$ cat src/hw/rtl/plp_pkg.sv
package plp_pkg;

  // table geometry
  localparam int TableDepth = 256;
  localparam int AddrW      = $clog2(TableDepth);
  localparam int CntW       = $clog2(TableDepth + 1);

  // field widths
  localparam int DataW    = 32;
  localparam int IndexW   = 8;
  localparam int CountW   = 9;
  localparam int InDataW  = 72;
  localparam int InUserW  = 1;
  localparam int OutDataW = 32;
  localparam int OutUserW = 2;
  localparam int CfgIdxW  = 1;
  localparam int CfgDataW = 32;

  // serial divider
  localparam int DivW    = 32;
  localparam int DvdW    = 2 * DivW;
  localparam int DivCntW = $clog2(DivW + 1);

  typedef enum logic {
    KIND_LOAD  = 1'b0,
    KIND_QUERY = 1'b1
  } kind_e;

  typedef enum logic [1:0] {
    REGION_INTERP = 2'd0,
    REGION_BELOW  = 2'd1,
    REGION_ABOVE  = 2'd2,
    REGION_CONST  = 2'd3
  } region_e;

  typedef enum logic [CfgIdxW-1:0] {
    CFG_POINT_COUNT    = 1'b0,
    CFG_CONSTANT_VALUE = 1'b1
  } cfg_reg_e;

endpackage

$ cat src/hw/rtl/plp_div.sv
module plp_div (
  input  logic                      clk_i,
  input  logic                      rst_ni,
  input  logic                      start_i,
  input  logic [plp_pkg::DvdW-1:0]  dividend_i,
  input  logic [plp_pkg::DivW-1:0]  divisor_i,
  output logic                      done_o,
  output logic [plp_pkg::DivW-1:0]  quotient_o
);
  import plp_pkg::*;

  logic [DivW-1:0]    rem_q, rem_d;
  logic [DivW-1:0]    quo_q, quo_d;
  logic [DivW-1:0]    dsr_q, dsr_d;
  logic [DivCntW-1:0] cnt_q, cnt_d;
  logic               done_q, done_d;
  logic [DivW+1:0]    trial;

  // one restoring step per cycle; quotient bits shift in behind the dividend bits
  assign trial = {1'b0, rem_q, quo_q[DivW-1]} - {2'b00, dsr_q};

  always_comb begin
    rem_d  = rem_q;
    quo_d  = quo_q;
    dsr_d  = dsr_q;
    cnt_d  = cnt_q;
    done_d = 1'b0;
    if (start_i) begin
      rem_d = dividend_i[DvdW-1:DivW];
      quo_d = dividend_i[DivW-1:0];
      dsr_d = divisor_i;
      cnt_d = DivCntW'(DivW);
    end else if (cnt_q != '0) begin
      if (!trial[DivW+1]) begin
        rem_d = trial[DivW-1:0];
        quo_d = {quo_q[DivW-2:0], 1'b1};
      end else begin
        rem_d = {rem_q[DivW-2:0], quo_q[DivW-1]};
        quo_d = {quo_q[DivW-2:0], 1'b0};
      end
      cnt_d  = cnt_q - 1'b1;
      done_d = (cnt_q == DivCntW'(1));
    end
  end

  always_ff @(posedge clk_i or negedge rst_ni) begin
    if (!rst_ni) begin
      cnt_q  <= '0;
      done_q <= 1'b0;
    end else begin
      cnt_q  <= cnt_d;
      done_q <= done_d;
    end
  end

  always_ff @(posedge clk_i) begin
    rem_q <= rem_d;
    quo_q <= quo_d;
    dsr_q <= dsr_d;
  end

  assign done_o     = done_q;
  assign quotient_o = quo_q;

endmodule
$ cat config.mk
export PLATFORM = sky130hd
export DESIGN_NAME = plp_div
export DESIGN_NICKNAME = d
export VERILOG_FILES = /design/src/hw/rtl/plp_pkg.sv /design/src/hw/rtl/plp_div.sv
export SDC_FILE = /design/constraint.sdc
export NUM_CORES = 1
export LEC_CHECK = 0
export BUFFER_PORTS_ARGS = -buffer_cell sky130_fd_sc_hd__buf_4
export CORE_MARGIN = 3
export CORE_UTILIZATION = 27
export DETAILED_ROUTE_END_ITERATION = 16
export PLACE_DENSITY = 0.56
export SYNTH_ARGS = -nofsm -noshare
export SYNTH_HDL_FRONTEND = slang
export SYNTH_SLANG_ARGS = --single-unit
$ cat constraint.sdc
create_clock -name clk_i -period 9 [get_ports clk_i]
set_input_delay 2.7 -clock clk_i [delete_from_list [all_inputs] [get_ports clk_i]]
set_output_delay 2.7 -clock clk_i [all_outputs]
set_load 0.01 [all_outputs]
==> metrics.txt <==
status=complete, no violations; CTS tree=done; Critical Path RT=9.00 ns; commonest non-fill, non-tap cell in the layout=buf_4; slowest cell delay on critical path=0.55 ns; largest net degree at the start of global routing=88; initial antenna violation count=0; Synth Warn #=0; Setup crit start=start_i; Crit-path slowest cell=buf_4; hold_ws=0.550 ns; H-tree depth=3; dpl hpwl=10700 µm; Via density=4.65; cell repeated most along the worst path=buf_4; DR pass1 iterations=4; vias in the first global route=4459; Clock Skew=0.0147 ns; CTS Buf Count=9; PortBufs=131; clock power share=16.5%; post-route ant nets=0; clk_lat worst skew=0.37 ns; # diodes=0; most frequent cells in the layout=134 x buf_4, 96 x edfxtp_1, 60 x mux2_2; CP Class=input pin to flop; Seq cells post-synth=103; pre-CTS WS=4.25 ns; post-synthesis sequential area ratio=49.6%; Power Density=323 nW/µm²; DRT Wirelength=14700 µm; max_slew headroom=31.1%; Sw Share=37.1%; clock-pin slew on the worst setup and hold paths=0.08 ns; Syn-to-layout area delta=25.6%; first-pass GRT wire length=23400 µm; layout cell share with drive strength beyond 1=35.6%; Worst EP arrival=4.32 ns; Comb pwr share=52.4%; MaxCap Viol Count=0; worst r2r src=rem_q[5]; Pleak=3.29 nW; Fin Setup TNS=0 ns; placed instance count=913; critical path, cell by cell=buf_4 -> nor3_1 -> inv_2 -> buf_4; ys async rst share=6.80%; clock sinks=103; syn nets=648; Tot Pwr=2.50 mW; PostCTS Resize Cnt=0; I/O pin cnt=132; CP Max Fanout=34; core footprint=22100 µm²; Switch Pwr=0.925 mW; peak supply drop=0.000122 V; PnR worst setup slack=4.68 ns; CP Capture Type=flop; Final Cycle Share=48.0%; P_int=1.57 mW; GP Congestion=0.794; Overflow after GRT=0; Synth Flop Type=edfxtp_1; final hold vios=0; clock buffer depth=2; num rows=54; Post-CTS Setup Bufs=0; Die H=157 µm; hold path startpoint=cnt_q[4]; top cell type by total area after synthesis=edfxtp_1; total number of vias=4321; Slew @ Worst Pin=1.03 ns; Post-Syn Instances=513; max-slew violation count=0; Synth area leaders=edfxtp_1 47%, mux2_2 11%, ha_1 7.1%, mux2_4 2.9%, dfrtp_1 2.8%; Final Net Count=779; Flop pwr share=31.1%; Chip Width=157 µm; Final Setup Violations=0; post-synth top area share=46.8%; post-synth cell types=58; Post-CTS Hold Buffers=0; wire per inst=15.8 µm; Post-Layout Cell Count=929; Min-Delay Path Class=flop to flop; min cycle time layout=4.32 ns; fmax=232 MHz; Iter 0 DRT Violations=266; Die Area=24700 µm²; number of synthesized flops with an enable pin=96; RSZ-0062 raised after global routing=no; Initial Utilization=27.9%; CP startpoint kind=input pin; residual DRC count=0; Root Driver=clkbuf_16; mapped cell area=6160 µm²; average cell area after synthesis=12.0 µm²; GRT Util Overall=11.9%
[path summary, 6_finish.rpt]
check                      cells past startpoint        end  slack [ns]
max in group asynchronous                      1   cnt_q[2]        6.73
setup / recovery                               4  rem_q[16]        4.68
hold / removal                                 2   cnt_q[4]        0.55
setup reg to reg                              11   rem_q[4]        4.81
hold reg to reg                                2   cnt_q[4]        0.55
min in group asynchronous                      1     done_o        2.14
[registers in the layout (all words and copies together), names as in the netlist]
| name | flops |
|---|---|
| cnt_q | 6 |
| done_o | 1 |
| dsr_q | 32 |
| quotient_o | 32 |
| rem_q | 32 |
[cell usage after synthesis (7+ instances only)]
| cell | n |
|---|---|
| xor2_1 | 8 |
| edfxtp_1 | 96 |
| inv_1 | 46 |
| xnor2_1 | 20 |
| o21ai_0 | 17 |
| a21o_1 | 12 |
| ha_1 | 35 |
| a21oi_1 | 32 |
| nor2_1 | 21 |
| mux2_4 | 12 |
| mux2_2 | 60 |
| dfrtp_1 | 7 |
| clkbuf_1 | 11 |
| nand2_1 | 34 |
| nor3_1 | 8 |
| mux2i_1 | 8 |
[layout make-up]
cell class              instances  area [µm²]
fillers                      2180       14400
repair buffers                134        1010
inverters                      46         173
well taps                     280         350
clock buffers                   9         225
multi-input cells             350        2850
clock inverters                 7        77.6
flip-flops and latches        103        3060
[stage by stage]
stage                     util (%)  cell area [µm²]
after global placement        33.7             7440
final                         35.0             7740
after global routing          35.0             7740
after floorplan                  -             6160
after CTS                     35.0             7740
after detailed placement      33.7             7440
[routing by layer]
| metal | vias to the layer above | part of all wire [%] | GRT usage [%] | wire length, µm |
|---|---|---|---|---|
| met5 | - | 0 | 0 | 0 |
| met4 | 0 | 0.61 | 1.98 | 90 |
| met3 | 8 | 8.0 | 5.11 | 1180 |
| met2 | 109 | 44 | 18.2 | 6480 |
| met1 | 2032 | 47 | 16.1 | 6930 |
| li1 | 2172 | - | - | - |
[power groups by stage]
| stage | clock network (mW) | logic (mW) | registers (mW) |
|---|---|---|---|
| 3_3_place_gp | 0 | 1.31 | 0.789 |
| 2_1_floorplan | 0 | 1.04 | 0.780 |
| 4_1_cts | 0.423 | 1.32 | 0.780 |
| 3_5_place_dp | 0 | 1.32 | 0.785 |
| 6_report | 0.411 | 1.31 | 0.777 |
| 5_1_grt | 0.438 | 1.45 | 0.798 |
[critical path: cells and delay by family]
kind | cells | cell delay, ns
buffers and inverters | 3 | 1.39
AND/OR/NAND/NOR | 1 | 0.16
[logic make-up (layout without fill, tap and decap cells)]
logic type      count (synthesis)  after routing  share of synthesized area [%]
simple gates                   93             93                           7.15
compound gates                112            112                           12.4
flops                         103            103                           49.6
mux                            81             81                           15.4
buf+inv                        60            196                           4.08
fa+ha+maj                      36             36                           7.43
xor+xnor                       28             28                           3.98
(Power assumes the default switching activity.)
